===== src/hdl/cldr_pkg.sv =====
// Types and constants of the character LCD refresh block.
package cldr_pkg;

    localparam int CHAR_W  = 8;
    localparam int ACC_W   = 16;
    localparam int DELAY_W = 8;

    localparam logic [CHAR_W-1:0]  SPACE_CHAR  = 8'h20;
    localparam logic [DELAY_W-1:0] DELAY_RESET = 8'd37;

    localparam logic [1:0] KIND_STORE  = 2'd0;
    localparam logic [1:0] KIND_COMMIT = 2'd1;
    localparam logic [1:0] KIND_TICK   = 2'd2;

    localparam logic CMD_POS  = 1'b0;
    localparam logic CMD_CHAR = 1'b1;

    typedef struct packed {
        logic store;
        logic commit;
        logic clr_pending;
        logic scan_start;
        logic rd_cur;
        logic acc_add;
        logic write_char;
        logic out_load;
        logic out_kind;
    } ctrl_cmd_t;

    typedef struct packed {
        logic pending;
        logic scan_done;
        logic scan_hit;
        logic cur_dirty;
        logic acc_met;
        logic out_free;
    } dp_stat_t;

endpackage


===== src/hdl/char_lcd_dirty_refresh.sv =====
// Top level of the character LCD dirty-cell refresh block.
// Store, commit and unknown transactions do not stall; a tick in wait goes through S_WCHK,
// one in write waits in S_WRC for a free output register. A tick that scans for a dirty cell
// reads one cell per cycle, then on a hit waits in S_POS to load a set-position result.
// One transaction is in work at a time; the output register holds a result while the next is taken.
// Reset is asynchronous; buffers read as spaces through per-cell valid bits, no clearing pass.
module char_lcd_dirty_refresh #(
    parameter int ROWS  = 2,
    parameter int WIDTH = 16
) (
    input  logic                         clk,
    input  logic                         rst_n,
    input  logic                         in_valid,
    output logic                         in_stall,
    input  logic [1:0]                   kind,
    input  logic                         cell_row,
    input  logic [3:0]                   cell_col,
    input  logic [cldr_pkg::CHAR_W-1:0]  char_value,
    input  logic [cldr_pkg::ACC_W-1:0]   tick_us,
    input  logic                         cfg_wr_en,
    input  logic [cldr_pkg::DELAY_W-1:0] cfg_wr_data,
    output logic                         out_valid,
    input  logic                         out_stall,
    output logic                         cmd_kind,
    output logic                         cmd_row,
    output logic [3:0]                   cmd_col,
    output logic [cldr_pkg::CHAR_W-1:0]  cmd_char
);
    import cldr_pkg::*;

    ctrl_cmd_t ctrl_cmd;
    dp_stat_t  dp_stat;

    cldr_ctrl u_ctrl (
        .clk      (clk),
        .rst_n    (rst_n),
        .in_valid (in_valid),
        .kind     (kind),
        .in_stall (in_stall),
        .stat     (dp_stat),
        .cmd      (ctrl_cmd)
    );

    cldr_datapath #(
        .ROWS  (ROWS),
        .WIDTH (WIDTH)
    ) u_datapath (
        .clk         (clk),
        .rst_n       (rst_n),
        .cmd         (ctrl_cmd),
        .stat        (dp_stat),
        .cell_row    (cell_row),
        .cell_col    (cell_col),
        .char_value  (char_value),
        .tick_us     (tick_us),
        .cfg_wr_en   (cfg_wr_en),
        .cfg_wr_data (cfg_wr_data),
        .out_stall   (out_stall),
        .out_valid   (out_valid),
        .cmd_kind    (cmd_kind),
        .cmd_row     (cmd_row),
        .cmd_col     (cmd_col),
        .cmd_char    (cmd_char)
    );

endmodule


===== src/hdl/cldr_datapath.sv =====
// Datapath: target and shadow buffers, dirty scan, cursor, wait accumulator, output register.
module cldr_datapath #(
    parameter int ROWS  = 2,
    parameter int WIDTH = 16
) (
    input  logic                        clk,
    input  logic                        rst_n,
    input  cldr_pkg::ctrl_cmd_t         cmd,
    output cldr_pkg::dp_stat_t          stat,
    input  logic                        cell_row,
    input  logic [3:0]                  cell_col,
    input  logic [cldr_pkg::CHAR_W-1:0] char_value,
    input  logic [cldr_pkg::ACC_W-1:0]  tick_us,
    input  logic                        cfg_wr_en,
    input  logic [cldr_pkg::DELAY_W-1:0] cfg_wr_data,
    input  logic                        out_stall,
    output logic                        out_valid,
    output logic                        cmd_kind,
    output logic                        cmd_row,
    output logic [3:0]                  cmd_col,
    output logic [cldr_pkg::CHAR_W-1:0] cmd_char
);
    import cldr_pkg::*;

    localparam int CELLS  = ROWS * WIDTH;
    localparam int ADDR_W = $clog2(CELLS);
    localparam int ROW_W  = (ROWS > 1) ? $clog2(ROWS) : 1;
    localparam int COL_W  = $clog2(WIDTH + 1);

    function automatic logic [ADDR_W-1:0] addr_of(input logic [ADDR_W-1:0] r,
                                                  input logic [ADDR_W-1:0] c);
        logic [ADDR_W-1:0] a;
        a = r * ADDR_W'(WIDTH) + c;
        return a;
    endfunction

    logic [CHAR_W-1:0] tgt_mem [CELLS];
    logic [CHAR_W-1:0] shd_mem [CELLS];
    logic [CELLS-1:0]  tgt_vld_reg;
    logic [CELLS-1:0]  shd_vld_reg;
    logic [CHAR_W-1:0] tgt_q_reg;
    logic [CHAR_W-1:0] shd_q_reg;
    logic              tgt_vq_reg;
    logic              shd_vq_reg;
    logic              rd_inrange_reg;

    logic [ROW_W-1:0]  cur_row_reg;
    logic [COL_W-1:0]  cur_col_reg;
    logic [ROW_W-1:0]  scan_row_reg;
    logic [COL_W-1:0]  scan_col_reg;
    logic [ROW_W-1:0]  cmp_row_reg;
    logic [COL_W-1:0]  cmp_col_reg;
    logic              scan_act_reg;
    logic              cmp_v_reg;
    logic              done_reg;
    logic              hit_reg;

    logic              pending_reg;
    logic [ACC_W-1:0]  acc_reg;
    logic [DELAY_W-1:0] delay_reg;

    logic              out_valid_reg;
    logic              out_kind_reg;
    logic              out_row_reg;
    logic [3:0]        out_col_reg;
    logic [CHAR_W-1:0] out_char_reg;

    logic [CHAR_W-1:0] tgt_eff;
    logic [CHAR_W-1:0] shd_eff;
    logic [CHAR_W-1:0] wr_char;
    logic [CHAR_W-1:0] store_char;
    logic [ADDR_W-1:0] store_addr;
    logic [ADDR_W-1:0] cur_addr;
    logic [ADDR_W-1:0] scan_addr;
    logic [ADDR_W-1:0] rd_addr;
    logic              store_we;
    logic              cur_in_range;
    logic              rd_en;
    logic              shd_we;
    logic              cmp_dirty;
    logic              scan_last;
    logic              hit_now;
    logic              out_free;
    logic [ACC_W:0]    acc_sum;

    assign tgt_eff    = tgt_vq_reg ? tgt_q_reg : SPACE_CHAR;
    assign shd_eff    = shd_vq_reg ? shd_q_reg : SPACE_CHAR;
    assign cmp_dirty  = (tgt_eff != shd_eff);
    assign wr_char    = rd_inrange_reg ? tgt_eff : SPACE_CHAR;

    assign store_char = (char_value == '0) ? SPACE_CHAR : char_value;
    assign store_addr = addr_of(ADDR_W'(cell_row), ADDR_W'(cell_col));
    assign store_we   = cmd.store && (int'(cell_row) < ROWS) && (int'(cell_col) < WIDTH);

    assign cur_in_range = (int'(cur_row_reg) < ROWS) && (int'(cur_col_reg) < WIDTH);
    assign cur_addr     = addr_of(ADDR_W'(cur_row_reg), ADDR_W'(cur_col_reg));
    assign scan_addr    = addr_of(ADDR_W'(scan_row_reg), ADDR_W'(scan_col_reg));
    assign rd_addr      = scan_act_reg ? scan_addr : cur_addr;
    assign rd_en        = scan_act_reg || (cmd.rd_cur && cur_in_range);
    assign shd_we       = cmd.write_char && rd_inrange_reg;

    assign scan_last = (int'(scan_row_reg) == ROWS - 1) && (int'(scan_col_reg) == WIDTH - 1);
    assign hit_now   = cmp_v_reg && cmp_dirty && !cmd.scan_start;

    assign out_free = !out_valid_reg || !out_stall;
    assign acc_sum  = {1'b0, acc_reg} + {1'b0, tick_us};

    // Buffer storage
    always_ff @(posedge clk)
    begin
        if (store_we)
            tgt_mem[store_addr] <= store_char;
        if (shd_we)
            shd_mem[cur_addr] <= wr_char;
        if (rd_en)
        begin
            tgt_q_reg <= tgt_mem[rd_addr];
            shd_q_reg <= shd_mem[rd_addr];
        end
    end

    // Valid bits: an unwritten cell reads as a space
    always_ff @(posedge clk or negedge rst_n)
    begin
        if (!rst_n)
        begin
            tgt_vld_reg    <= '0;
            shd_vld_reg    <= '0;
            tgt_vq_reg     <= 1'b0;
            shd_vq_reg     <= 1'b0;
            rd_inrange_reg <= 1'b0;
        end
        else
        begin
            if (store_we)
                tgt_vld_reg[store_addr] <= 1'b1;
            if (shd_we)
                shd_vld_reg[cur_addr] <= 1'b1;
            if (rd_en)
            begin
                tgt_vq_reg <= tgt_vld_reg[rd_addr];
                shd_vq_reg <= shd_vld_reg[rd_addr];
            end
            if (cmd.rd_cur)
                rd_inrange_reg <= cur_in_range;
        end
    end

    // Dirty scan: issue one cell per cycle, compare its registered read in the next cycle
    always_ff @(posedge clk or negedge rst_n)
    begin
        if (!rst_n)
        begin
            scan_act_reg <= 1'b0;
            scan_row_reg <= '0;
            scan_col_reg <= '0;
            cmp_v_reg    <= 1'b0;
            cmp_row_reg  <= '0;
            cmp_col_reg  <= '0;
            done_reg     <= 1'b0;
            hit_reg      <= 1'b0;
        end
        else if (cmd.scan_start)
        begin
            scan_act_reg <= 1'b1;
            scan_row_reg <= '0;
            scan_col_reg <= '0;
            cmp_v_reg    <= 1'b0;
            done_reg     <= 1'b0;
            hit_reg      <= 1'b0;
        end
        else
        begin
            cmp_v_reg <= scan_act_reg;
            if (scan_act_reg)
            begin
                cmp_row_reg <= scan_row_reg;
                cmp_col_reg <= scan_col_reg;
                if (int'(scan_col_reg) == WIDTH - 1)
                begin
                    scan_col_reg <= '0;
                    scan_row_reg <= scan_row_reg + ROW_W'(1);
                end
                else
                begin
                    scan_col_reg <= scan_col_reg + COL_W'(1);
                end
                if (scan_last)
                    scan_act_reg <= 1'b0;
            end
            if (hit_now)
            begin
                hit_reg      <= 1'b1;
                done_reg     <= 1'b1;
                scan_act_reg <= 1'b0;
                cmp_v_reg    <= 1'b0;
            end
            else if (cmp_v_reg && !scan_act_reg)
            begin
                done_reg <= 1'b1;
            end
        end
    end

    // Cursor, request flag, wait accumulator, delay register
    always_ff @(posedge clk or negedge rst_n)
    begin
        if (!rst_n)
        begin
            cur_row_reg <= '0;
            cur_col_reg <= '0;
            pending_reg <= 1'b0;
            acc_reg     <= '0;
            delay_reg   <= DELAY_RESET;
        end
        else
        begin
            if (cmd.commit)
            begin
                cur_row_reg <= '0;
                cur_col_reg <= '0;
            end
            else if (hit_now)
            begin
                cur_row_reg <= cmp_row_reg;
                cur_col_reg <= cmp_col_reg;
            end
            else if (cmd.write_char)
            begin
                cur_col_reg <= cur_col_reg + COL_W'(1);
            end

            if (cmd.commit)
                pending_reg <= 1'b1;
            else if (cmd.clr_pending)
                pending_reg <= 1'b0;

            if (cmd.write_char)
                acc_reg <= '0;
            else if (cmd.acc_add)
                acc_reg <= acc_sum[ACC_W] ? '1 : acc_sum[ACC_W-1:0];

            if (cfg_wr_en)
                delay_reg <= cfg_wr_data;
        end
    end

    // Output register
    always_ff @(posedge clk or negedge rst_n)
    begin
        if (!rst_n)
            out_valid_reg <= 1'b0;
        else if (cmd.out_load)
            out_valid_reg <= 1'b1;
        else if (out_valid_reg && !out_stall)
            out_valid_reg <= 1'b0;
    end

    always_ff @(posedge clk)
    begin
        if (cmd.out_load)
        begin
            out_kind_reg <= cmd.out_kind;
            if (cmd.out_kind == CMD_POS)
            begin
                out_row_reg  <= cur_row_reg[0];
                out_col_reg  <= cur_col_reg[3:0];
                out_char_reg <= '0;
            end
            else
            begin
                out_row_reg  <= 1'b0;
                out_col_reg  <= '0;
                out_char_reg <= wr_char;
            end
        end
    end

    assign out_valid = out_valid_reg;
    assign cmd_kind  = out_kind_reg;
    assign cmd_row   = out_row_reg;
    assign cmd_col   = out_col_reg;
    assign cmd_char  = out_char_reg;

    assign stat.pending   = pending_reg;
    assign stat.scan_done = done_reg;
    assign stat.scan_hit  = hit_reg;
    assign stat.cur_dirty = rd_inrange_reg && cmp_dirty;
    assign stat.acc_met   = (acc_reg >= ACC_W'(delay_reg));
    assign stat.out_free  = out_free;

endmodule


===== src/hdl/cldr_ctrl.sv =====
// Controller: refresh state machine and per-transaction sequencer.
module cldr_ctrl (
    input  logic                clk,
    input  logic                rst_n,
    input  logic                in_valid,
    input  logic [1:0]          kind,
    output logic                in_stall,
    input  cldr_pkg::dp_stat_t  stat,
    output cldr_pkg::ctrl_cmd_t cmd
);
    import cldr_pkg::*;

    localparam logic [1:0] F_IDLE  = 2'd0;
    localparam logic [1:0] F_WRITE = 2'd1;
    localparam logic [1:0] F_WAIT  = 2'd2;
    localparam logic [1:0] F_FIND  = 2'd3;

    localparam logic [2:0] S_IDLE = 3'd0;
    localparam logic [2:0] S_WCHK = 3'd1;
    localparam logic [2:0] S_SCAN = 3'd2;
    localparam logic [2:0] S_POS  = 3'd3;
    localparam logic [2:0] S_WRC  = 3'd4;

    logic [1:0] fsm_reg;
    logic [1:0] fsm_next;
    logic [2:0] seq_reg;
    logic [2:0] seq_next;
    logic       accept;

    assign in_stall = (seq_reg != S_IDLE);
    assign accept   = in_valid && (seq_reg == S_IDLE);

    always_comb
    begin
        cmd      = '0;
        fsm_next = fsm_reg;
        seq_next = seq_reg;
        case (seq_reg)
            S_IDLE:
            begin
                if (accept)
                begin
                    case (kind)
                        KIND_STORE:  cmd.store  = 1'b1;
                        KIND_COMMIT: cmd.commit = 1'b1;
                        KIND_TICK:
                        begin
                            case (fsm_reg)
                                F_IDLE:
                                begin
                                    if (stat.pending)
                                    begin
                                        cmd.clr_pending = 1'b1;
                                        cmd.scan_start  = 1'b1;
                                        seq_next        = S_SCAN;
                                    end
                                end
                                F_WRITE:
                                begin
                                    cmd.rd_cur = 1'b1;
                                    seq_next   = S_WRC;
                                end
                                F_WAIT:
                                begin
                                    cmd.acc_add = 1'b1;
                                    cmd.rd_cur  = 1'b1;
                                    seq_next    = S_WCHK;
                                end
                                F_FIND:
                                begin
                                    cmd.scan_start = 1'b1;
                                    seq_next       = S_SCAN;
                                end
                                default: ;
                            endcase
                        end
                        default: ;
                    endcase
                end
            end
            S_WCHK:
            begin
                if (stat.acc_met)
                    fsm_next = stat.cur_dirty ? F_WRITE : F_FIND;
                seq_next = S_IDLE;
            end
            S_SCAN:
            begin
                if (stat.scan_done)
                begin
                    if (stat.scan_hit)
                    begin
                        fsm_next = F_WRITE;
                        seq_next = S_POS;
                    end
                    else
                    begin
                        fsm_next = F_IDLE;
                        seq_next = S_IDLE;
                    end
                end
            end
            S_POS:
            begin
                if (stat.out_free)
                begin
                    cmd.out_load = 1'b1;
                    cmd.out_kind = CMD_POS;
                    seq_next     = S_IDLE;
                end
            end
            S_WRC:
            begin
                if (stat.out_free)
                begin
                    cmd.write_char = 1'b1;
                    cmd.out_load   = 1'b1;
                    cmd.out_kind   = CMD_CHAR;
                    fsm_next       = F_WAIT;
                    seq_next       = S_IDLE;
                end
            end
            default: seq_next = S_IDLE;
        endcase
    end

    always_ff @(posedge clk or negedge rst_n)
    begin
        if (!rst_n)
        begin
            fsm_reg <= F_IDLE;
            seq_reg <= S_IDLE;
        end
        else
        begin
            fsm_reg <= fsm_next;
            seq_reg <= seq_next;
        end
    end

endmodule


===== config.mk =====
export PLATFORM = sky130hd
export DESIGN_NAME = char_lcd_dirty_refresh
export DESIGN_NICKNAME = d
export VERILOG_FILES = /design/src/hdl/cldr_pkg.sv /design/src/hdl/char_lcd_dirty_refresh.sv /design/src/hdl/cldr_datapath.sv /design/src/hdl/cldr_ctrl.sv
export SDC_FILE = /design/constraint.sdc
export NUM_CORES = 1
export LEC_CHECK = 0
export ABC_CLOCK_PERIOD_IN_PS = 3300
export BUFFER_PORTS_ARGS = -buffer_cell sky130_fd_sc_hd__clkbuf_2
export CELL_PAD_IN_SITES_DETAIL_PLACEMENT = 1
export CELL_PAD_IN_SITES_GLOBAL_PLACEMENT = 1
export CORE_ASPECT_RATIO = 0.6
export CORE_UTILIZATION = 34
export DETAILED_ROUTE_END_ITERATION = 8
export GPL_TIMING_DRIVEN = 0
export PLACE_DENSITY = 0.52
export REMOVE_ABC_BUFFERS = 1
export SLEW_MARGIN = 15
export SYNTH_ARGS = -nofsm -noshare
export SYNTH_HDL_FRONTEND = slang
export SYNTH_SLANG_ARGS = --single-unit

===== constraint.sdc =====
create_clock -name clk -period 3.3 [get_ports clk]
set_input_delay 0.66 -clock clk [delete_from_list [all_inputs] [get_ports clk]]
set_output_delay 0.66 -clock clk [all_outputs]
set_load 0.1 [all_outputs]

-- After elaboration in Yosys (flattened, before gate mapping)
Memory sizes are Yosys's and may differ from the RTL's. A register that Yosys moved wholly into a read port is not among the register bits.
Cells that the tools add are included.
- $add $sub $neg: 7
- equality and inequality tests: 18
- reduce and logical (&&, ||, !) cells: 38
- $lt $le $gt $ge: 7
- multiplexer cells: 74
- bitwise gates (word level): 3
- operators with widths (cell ; count):
    bitwise OR 32 bit ; 2
    2-to-1 mux 16 bit ; 3
    2-to-1 mux 1 bit ; 35
    2-to-1 mux 5 bit ; 7
    2-to-1 mux 8 bit ; 4
    less-than comparator 5 x 6 -> 1 bit, second input constant ; 3
    2-to-1 mux 3 bit ; 6
    adder 16 x 16 -> 17 bit ; 1
    greater-or-equal comparator 16 x 8 -> 1 bit ; 1
    2-to-1 mux 2 bit ; 7
    nonzero test 2 bit ; 7
    2-to-1 mux 6 bit ; 2
    case mux 3 bit (4 select lines) ; 1
    nonzero test 3 bit ; 4
    logical AND 1 bit ; 11
    adder 5 x 1 -> 5 bit, second input constant ; 2
    adder 5 bit ; 2
    binary-select mux 1 bit (select 5 bit) ; 2
    demux 1 bit (select 5 bit) ; 2
    greater-or-equal comparator 5 x 1 -> 1 bit, second input constant ; 2
    case mux 3 bit (3 select lines) ; 1
    logical NOT 8 bit ; 1
    != test 2 x 1 -> 1 bit, second input constant ; 4
    != test 8 bit ; 1
    other kinds (24) ; 36
- register bits: 134
- input bits: 44
- memories kept: 2
- output and inout bits: 16
- memory bits (writable): 512
- memory list (name ; depth ; width ; read ports ; clocked after Yosys merged registers in ; wr ports ; line ; source):
    u_datapath.shd_mem ; 32 ; 8 ; 1 ; 1 ; 1 ; cldr_datapath.sv:38 ; logic [CHAR_W-1:0] shd_mem [CELLS];
    u_datapath.tgt_mem ; 32 ; 8 ; 1 ; 1 ; 1 ; cldr_datapath.sv:37 ; logic [CHAR_W-1:0] tgt_mem [CELLS];

-- Logic depth before layout (Yosys ltp)
Gate-level depths: netlist of the first run.
- word-level depth: 10
- depth in mapped cells: 11
- mapped depth without buffers: 9

-- Modules after synthesis
A second synthesis of the first run with hierarchy kept.
- cells, all modules: 2056
- area total of the unflattened synthesis: 29047.9 um^2
- modules (own cells, without submodules) (module ; sequential area each (um^2) ; cells each ; area an instance (um^2) ; instances):
    cldr_datapath ; 19157.1 ; 1996 ; 28542.4 ; 1
    cldr_ctrl ; 125.1 ; 60 ; 505.5 ; 1

-- Worst setup path before layout of the first run
No wires, ideal clock.
- path kind: register to register
- from: register u_ctrl.seq_reg[1]
- to: register u_datapath.shd_vq_reg
- path slack: -0.121 ns
- period minus slack after synthesis: 3.421 ns
- arrival time: 3.228 ns
- required time: 3.107 ns
- stages on the path, launching flop included: 8
- buffers on the path: 2
- cells stage by stage: dfrtp_1 -> buf_2 -> or3_1 -> clkbuf_1 -> o41ai_2 -> nand2_1 -> o22ai_1 -> a21oi_1
- cells in the longest elaborated chain, start to end: 6
- ends and longest elaborated chain (element ; line ; source):
    from (decl) ; cldr_ctrl.sv:26 ; logic [2:0] seq_reg;
    from (signal assigned) ; cldr_ctrl.sv:137 ; seq_reg <= seq_next;
    logical NOT 3 bit * ; cldr_ctrl.sv:31, cldr_ctrl.sv:38 ;
    logical AND 1 bit ; cldr_ctrl.sv:31 ; assign accept = in_valid && (seq_reg == S_IDLE);
    2-to-1 mux 6 bit ; cldr_ctrl.sv:41 ; if (accept)
    2-to-1 mux 6 bit * ; cldr_ctrl.sv:38 ; case (seq_reg)
    logical AND 1 bit * ; cldr_datapath.sv:99 ; assign rd_en = scan_act_reg || (cmd.rd_cur && cur_in_range);
    logical OR 1 bit * ; cldr_datapath.sv:99 ;
    via u_datapath.rd_en ; cldr_datapath.sv:78 ; logic rd_en;
    to (signal assigned) ; cldr_datapath.sv:142 ; shd_vq_reg <= shd_vld_reg[rd_addr];
    to (decl) ; cldr_datapath.sv:44 ; logic shd_vq_reg;
The timed path passes the listed nets; every way through them passes the cells marked *.
A chain may end at the register's enable or synchronous reset.

-- Worst setup path in the final report of the first run
- from: register u_ctrl.seq_reg[2]
- to: memory u_datapath.tgt_mem[29][2] (enable)
- cells in the longest elaborated chain, start to end: 6
- ends and longest elaborated chain (element ; line ; source):
    logical NOT 3 bit * ; cldr_ctrl.sv:31, cldr_ctrl.sv:38 ;
    logical AND 1 bit ; cldr_ctrl.sv:31 ;
    2-to-1 mux 6 bit ; cldr_ctrl.sv:41 ;
    2-to-1 mux 6 bit * ; cldr_ctrl.sv:38 ;
    2-to-1 mux 1 bit * ; cldr_datapath.sv:111 ; if (store_we)
    2-to-1 mux 1 bit (not written as such) * ; cldr_datapath.sv:112 ; tgt_mem[store_addr] <= store_char;
    to (decl) ; cldr_datapath.sv:37 ;
Every way passes the cells marked *; elsewhere a longest branch is shown, timed or not.

==> results.sh, run 1 <==
export IMPL_status="complete, but fails checks"
export IMPL_violations="negative setup slack"
export IMPL_drive_gt1_share_pct=23.5
export IMPL_vias=18678
export IMPL_placementRows=82
export IMPL_antenna_found_initial=6
export IMPL_total_leakage_power_uw=0.0118
export IMPL_grt_start_max_net_pins=74
export IMPL_crit_type="reg -> reg"
export IMPL_synthTopCellsByArea="edfxtp_1 56%, dfrtp_1 10%, mux4_2 7.5%, nand2_1 3.1%, a21oi_1 3.0%"
export IMPL_end_kind="flip-flop"
export IMPL_crit_arrival_ns=3.63
export IMPL_cp_cell_sequence="or3_1 > nor2_1 > and3_1 > nand3_1 > nor2_2"
export IMPL_start_util_pct=34.4
export IMPL_io_buffers=59
export IMPL_yosys_area_top_type="edfxtp_1"
export IMPL_finalSetupTns_ns=-1.08
export IMPL_rsz0062_at_grt="yes"
export IMPL_die_area_um2=85900
export IMPL_period_share_pct=102
export IMPL_grt_usage_pct=21.6
export IMPL_grt_pass1_vias=18820
export IMPL_cts_max_path_buffers=3
export IMPL_fmax_ghz=0.296
export IMPL_seq_area_frac_synth_pct=66.9
export IMPL_avgSynthCellArea_um2=13.8
export IMPL_numClockSinks=662
export IMPL_die_y_um=227
export IMPL_finalClockSkew_ns=0.0182
export IMPL_min_to="u_datapath.delay_reg[7]$_DFFE_PN0P_"
export IMPL_rr_worst_depth=5
export IMPL_total_power_uw=34600
export IMPL_synthArstFlopShare_pct=18.1
export IMPL_coreArea_um2=83700
export IMPL_avgRoutedWirePerCell_um=27.7
export IMPL_hp_class="in -> reg"
export IMPL_ys_flop_type="edfxtp_1"
export IMPL_min_from="cfg_wr_data[7]"
export IMPL_cp_max_fo=15
export IMPL_synth_top_area_share_pct=56.5
export IMPL_grt_overflow=0
export IMPL_min_period_ns=3.37
export IMPL_hold_viol=0
export IMPL_cts_inserted_buffers=69
export IMPL_cpPeakStageDelay_ns=0.66
export IMPL_clk_pin_slew_ns=0.07
export IMPL_route_detailed_drc=0
export IMPL_dp_hpwl_um=57300
export IMPL_peakVddDrop_mv=0.531
export IMPL_grt_pass1_wl_um=133000
export IMPL_worst_path_buf_inv=0
export IMPL_fin_nets=2211
export IMPL_drt_wl_total_um=92000
export IMPL_top_regs="u_datapath.shd_mem (256), u_datapath.tgt_mem (256)"
export IMPL_timing_rr_end="u_datapath.tgt_mem[29][2]$_DFFE_PP_"
export IMPL_synth_edf_count=542
export IMPL_h_tree_depth=3
export IMPL_slowest_stage="nor2_2"
export IMPL_setup_ws_ns=-0.0728
export IMPL_setup_viol=47
export IMPL_ant_nets=0
export IMPL_netlist_area_um2=28800
export IMPL_startpoint_type="flip-flop"
export IMPL_powerDensity_nw_per_um2=1010
export IMPL_via_per_inst=5.62
export IMPL_rr_startpoint="u_ctrl.seq_reg[2]$_DFFE_PN0P_"
export IMPL_drt_iter0_drc=1521
export IMPL_synthCells=2081
export IMPL_ios=60
export IMPL_area_delta_synth_final_pct=18.4
export IMPL_reg2reg_slack_ns=-0.07
export IMPL_max_slew_worst_pin_slew_ns=1.21
export IMPL_critPathTopFamily="simple AND/OR/NAND/NOR gates"
export IMPL_final_max_slew_viol_count=0
export IMPL_ys_warn_count=0
export IMPL_holdPathStages=3
export IMPL_ctsRootBufferMaster="clkbuf_16"
export IMPL_cts_tree="built"
export IMPL_required_ns=3.56
export IMPL_synth_cell_types=64
export IMPL_ys_ff_latch=662
export IMPL_die_w_um=378
export IMPL_dr_pass1_iters=5
export IMPL_gp_congestion=0.801
export IMPL_clk_latency_ns=0.64
export IMPL_cap_violations=0
export IMPL_slew_headroom_pct=18.1
-- tightest hold or removal path, stage by stage --
cell and delay (ns):
clkbuf_2 0.08, nand2_1 0.04, o21ai_0 0.06
-- per-stage QoR --
step                area (um2)  cells  utilization, %  hold slack (ns)  setup WS, ns
floorplan                28100   1943               -            0.364         -4.35
global placement         29800   3136            35.7            0.453        -11.24
detailed placement       30800   3170            36.8            0.454         -1.82
CTS                      33800   3314            40.4            0.175        -0.213
global route             34100   3321            40.8            0.216        -0.190
finish                   34100   3324            40.8            0.228       -0.0728
-- worst max path at each step --
stage,start,cells after the start,end,slack (ns)
final,u_ctrl.seq_reg[2]$_DFFE_PN0P_,5,u_datapath.tgt_mem[29][2]$_DFFE_PP_,-0.07
after global routing,u_ctrl.seq_reg[2]$_DFFE_PN0P_,6,u_datapath.tgt_mem[9][5]$_DFFE_PP_,-0.19
after CTS,u_ctrl.seq_reg[2]$_DFFE_PN0P_,5,u_datapath.tgt_mem[30][2]$_DFFE_PP_,-0.21
after detailed placement,out_stall,6,u_datapath.shd_mem[20][2]$_DFFE_PP_,-1.82
after global placement,u_datapath.cur_col_reg[0]$_DFFE_PN0P_,6,u_datapath.tgt_q_reg[7]$_DFFE_PP_,-11.24
after floorplan,u_datapath.scan_act_reg$_DFF_PN0_,5,u_datapath.shd_q_reg[1]$_DFFE_PP_,-4.35
-- metal layers --
layer  share of wire [%]  vias up  track usage, %
met5               0.014        -               0
met4                 1.7        2            4.79
met3                 7.4      106            5.19
met2                  41      519            29.5
met1                  50     9906            34.1
li1                    -     8145               -
-- synthesized netlist by cell type (all sizes together) (40+ instances only) --
cell / instances
o21ai: 48
a21oi: 174
or2: 67
clkbuf: 55
edfxtp: 542
nor3: 40
nand2: 240
nand3: 74
a31oi: 42
dfrtp: 117
o22ai: 54
buf: 83
a211oi: 59
mux4: 96
nor2: 117
-- cells in the final DEF, fill, tap and decap left out, types with 58 or more instances in the layout --
cell and n:
edfxtp_1 542, nand2_1 237, a21oi_1 163, dfrtp_1 112, mux4_2 96, clkbuf_16 73
or2_2 67, nand3_1 66, a211oi_1 59, clkbuf_2 58
-- cell families after synthesis --
family / Yosys count / share of synthesized area (%)
muxes: 110 / 8.07
adders and majority gates: 34 / 1.50
xor gates and xnor gates: 21 / 0.638
AOI/OAI and AO/OA: 473 / 10.2
and+or+nand+nor: 620 / 10.0
buffers and inverters: 161 / 2.65
DFF: 662 / 66.9
-- timing repair --
action / CTS / global route
setup endpoints to repair: 603 / 417
endpoints found under the hold margin: 22 / 0
resized for setup: 118 / 31
pin swaps: 1 / 7
buffers inserted: 17 / 8
hold buffers: 1 / 0
cloned: 1 / 0
-- power by group --
group	total [uW]	leakage (uW)	switching, uW	internal, uW
clock network	8190	0.00111	3440	4750
registers	10700	0.00652	781	9930
logic	15700	0.00421	9800	5880
-- layout make-up --
class	count	area [um2]
Clock buffer	91	1920
Sequential cell	662	19300
Clock inverter	34	388
Antenna cell	3	7.51
Timing Repair inverter	1	5.00
Tap cell	1134	1420
Inverter	23	92.6
Timing Repair Buffer	118	1540
Multi-Input combinational cell	1258	9440
Fill cell	8459	49600
No activity file was read; power rests on OpenSTA's default activity.
==> inputs of run 2 (changes only) <==
Settings changed: MAX_ROUTING_LAYER set to met4.
==> results.sh, run 2 (synthesized netlist as in run 1, its figures left out) <==
export IMPL_fmax_ghz=0.304
export IMPL_cap_violations=0
export IMPL_post_dp_cell_area_um2=30800
export IMPL_clk_latency_ns=0.64
export IMPL_drt_wl_total_um=91800
export IMPL_final_cell_mix="542 x edfxtp_1, 237 x nand2_1, 163 x a21oi_1"
export IMPL_route_detailed_drc=0
export IMPL_fin_nets=2211
export IMPL_hp_class="in -> reg"
export IMPL_cts_inserted_buffers=69
export IMPL_fillers=8462
export IMPL_final_max_slew_viol_count=0
export IMPL_avgRoutedWirePerCell_um=27.6
export IMPL_period_share_pct=99.7
export IMPL_grt_overflow=0
export IMPL_status="finished clean"
export IMPL_die_w_um=378
export IMPL_grt_pass1_wl_um=133000
export IMPL_required_ns=3.56
export IMPL_drt_iter0_drc=1529
export IMPL_antenna_found_initial=5
export IMPL_drive_gt1_share_pct=23.5
export IMPL_gp_congestion=0.813
export IMPL_h_tree_depth=3
export IMPL_dr_pass1_iters=5
export IMPL_ctsRootBufferMaster="clkbuf_16"
export IMPL_vias=18634
export IMPL_die_area_um2=85900
export IMPL_fin_area_um2=34100
export IMPL_coreArea_um2=83700
export IMPL_critPathTopFamily="simple AND/OR/NAND/NOR gates"
export IMPL_slowest_stage="nor2_2"
export IMPL_via_per_inst=5.61
export IMPL_clk_pin_slew_ns=0.07
export IMPL_grt_start_max_net_pins=74
export IMPL_worst_path_buf_inv=0
export IMPL_cpPeakStageDelay_ns=0.63
export IMPL_dp_hpwl_um=57300
export IMPL_grt_pass1_vias=18824
export IMPL_whs_ns=0.229
export IMPL_finalClockSkew_ns=0.0202
export IMPL_max_slew_worst_pin_slew_ns=1.18
export IMPL_ant_nets=0
export IMPL_total_power_uw=34500
export IMPL_slew_headroom_pct=20.5
export IMPL_min_period_ns=3.29
export IMPL_cp_cell_sequence="or3_1 > nor2_1 > and3_1 > nand3_1 > nor2_2"
export IMPL_cts_tree="built"
export IMPL_crit_type="reg -> reg"
export IMPL_area_delta_synth_final_pct=18.4
export IMPL_setup_viol=0
export IMPL_die_y_um=227
export IMPL_rsz0062_at_grt="yes"
export IMPL_cp_max_fo=15
export IMPL_total_leakage_power_uw=0.0118
export IMPL_ios=60
export IMPL_end_kind="flip-flop"
export IMPL_grt_usage_pct=22.3
export IMPL_io_buffers=59
export IMPL_hold_viol=0
export IMPL_start_util_pct=34.4
export IMPL_crit_arrival_ns=3.55
export IMPL_placementRows=82
export IMPL_cts_max_path_buffers=3
export IMPL_startpoint_type="flip-flop"
export IMPL_final_common_cell="edfxtp_1"
export IMPL_peakVddDrop_mv=0.531
export IMPL_powerDensity_nw_per_um2=1010
export IMPL_top_regs="u_datapath.shd_mem (256), u_datapath.tgt_mem (256)"
export IMPL_numClockSinks=662
-- run 2: changes by cell type in the layout (fill, tap and decap cells not counted), sizes merged --
cell / before / now
diode: 3 / 2
-- run 2: through the flow --
stage                     std cells   TNS, ns  setup slack [ns]  util [%]
after floorplan                1943    -95.68             -4.35         -
after global placement         3136  -1138.58            -11.24      35.7
after detailed placement       3170   -548.53             -1.82      36.8
after CTS                      3314     -8.19            -0.213      40.4
after global routing           3322    -17.58            -0.190      40.7
final                          3323         0           0.00852      40.7
-- run 2: routing by layer --
metal / vias to the layer above / global-route usage, % / part of all wire, %
met4: 0 / 4.79 / 1.7
met3: 101 / 5.03 / 6.9
met1: 9874 / 34.2 / 51
met2: 515 / 29.5 / 41
li1: 8144 / - / -
met5: - / - / 0
-- run 2: repair_timing --
action / 4_1_cts / 5_1_grt
hold buffers: 1 / 0
setup endpoints to repair: 603 / 440
cloned: 1 / 0
endpoints found under the hold margin: 22 / 0
buffers inserted: 17 / 8
pin swaps: 1 / 7
gates resized for setup: 118 / 29
-- run 2: worst register-to-register path: cells and delay by family (launching register included) --
kind             cells  cell delay, ns
flip-flops           1            0.55
AND/OR/NAND/NOR      5            2.36
-- run 2: path summary, 6_finish.rpt --
check / startpoint / slack (ns) / depth (start not counted) / to
min in group asynchronous: rst_n / 0.55 / 2 / u_datapath.acc_reg[7]$_DFFE_PN0P_
min reg2reg: u_datapath.shd_vld_reg[24]$_DFFE_PN0P_ / 0.47 / 1 / u_datapath.shd_vld_reg[24]$_DFFE_PN0P_
min: cfg_wr_data[7] / 0.23 / 3 / u_datapath.delay_reg[7]$_DFFE_PN0P_
max in group asynchronous: rst_n / 1.95 / 3 / u_datapath.tgt_vld_reg[19]$_DFFE_PN0P_
max: u_ctrl.seq_reg[2]$_DFFE_PN0P_ / 0.009 / 5 / u_datapath.tgt_mem[29][2]$_DFFE_PP_
max reg2reg: u_ctrl.seq_reg[2]$_DFFE_PN0P_ / 0.009 / 5 / u_datapath.tgt_mem[29][2]$_DFFE_PP_
-- run 2: where the power goes --
| part | leakage (uW) | total, uW | internal [uW] | switching [uW] |
|---|---|---|---|---|
| sequential | 0.00652 | 10700 | 9930 | 775 |
| combinational | 0.00420 | 15700 | 5870 | 9780 |
| clock | 0.00111 | 8190 | 4750 | 3440 |
| total | 0.0118 | 34500 | 20600 | 14000 |
-- run 2: area by class of cell --
| class | count | area [um2] | area share [%] |
|---|---|---|---|
| multi-input combinational | 1258 | 9430 | 27.6 |
| tap | 1134 | 1420 | 4.16 |
| timing repair buffer | 118 | 1540 | 4.53 |
| inverter | 23 | 92.6 | 0.271 |
| clock inverter | 34 | 388 | 1.14 |
| sequential | 662 | 19300 | 56.6 |
| timing repair inverter | 1 | 5.00 | 0.0147 |
| antenna | 2 | 5.00 | 0.0147 |
| clock buffer | 91 | 1920 | 5.64 |
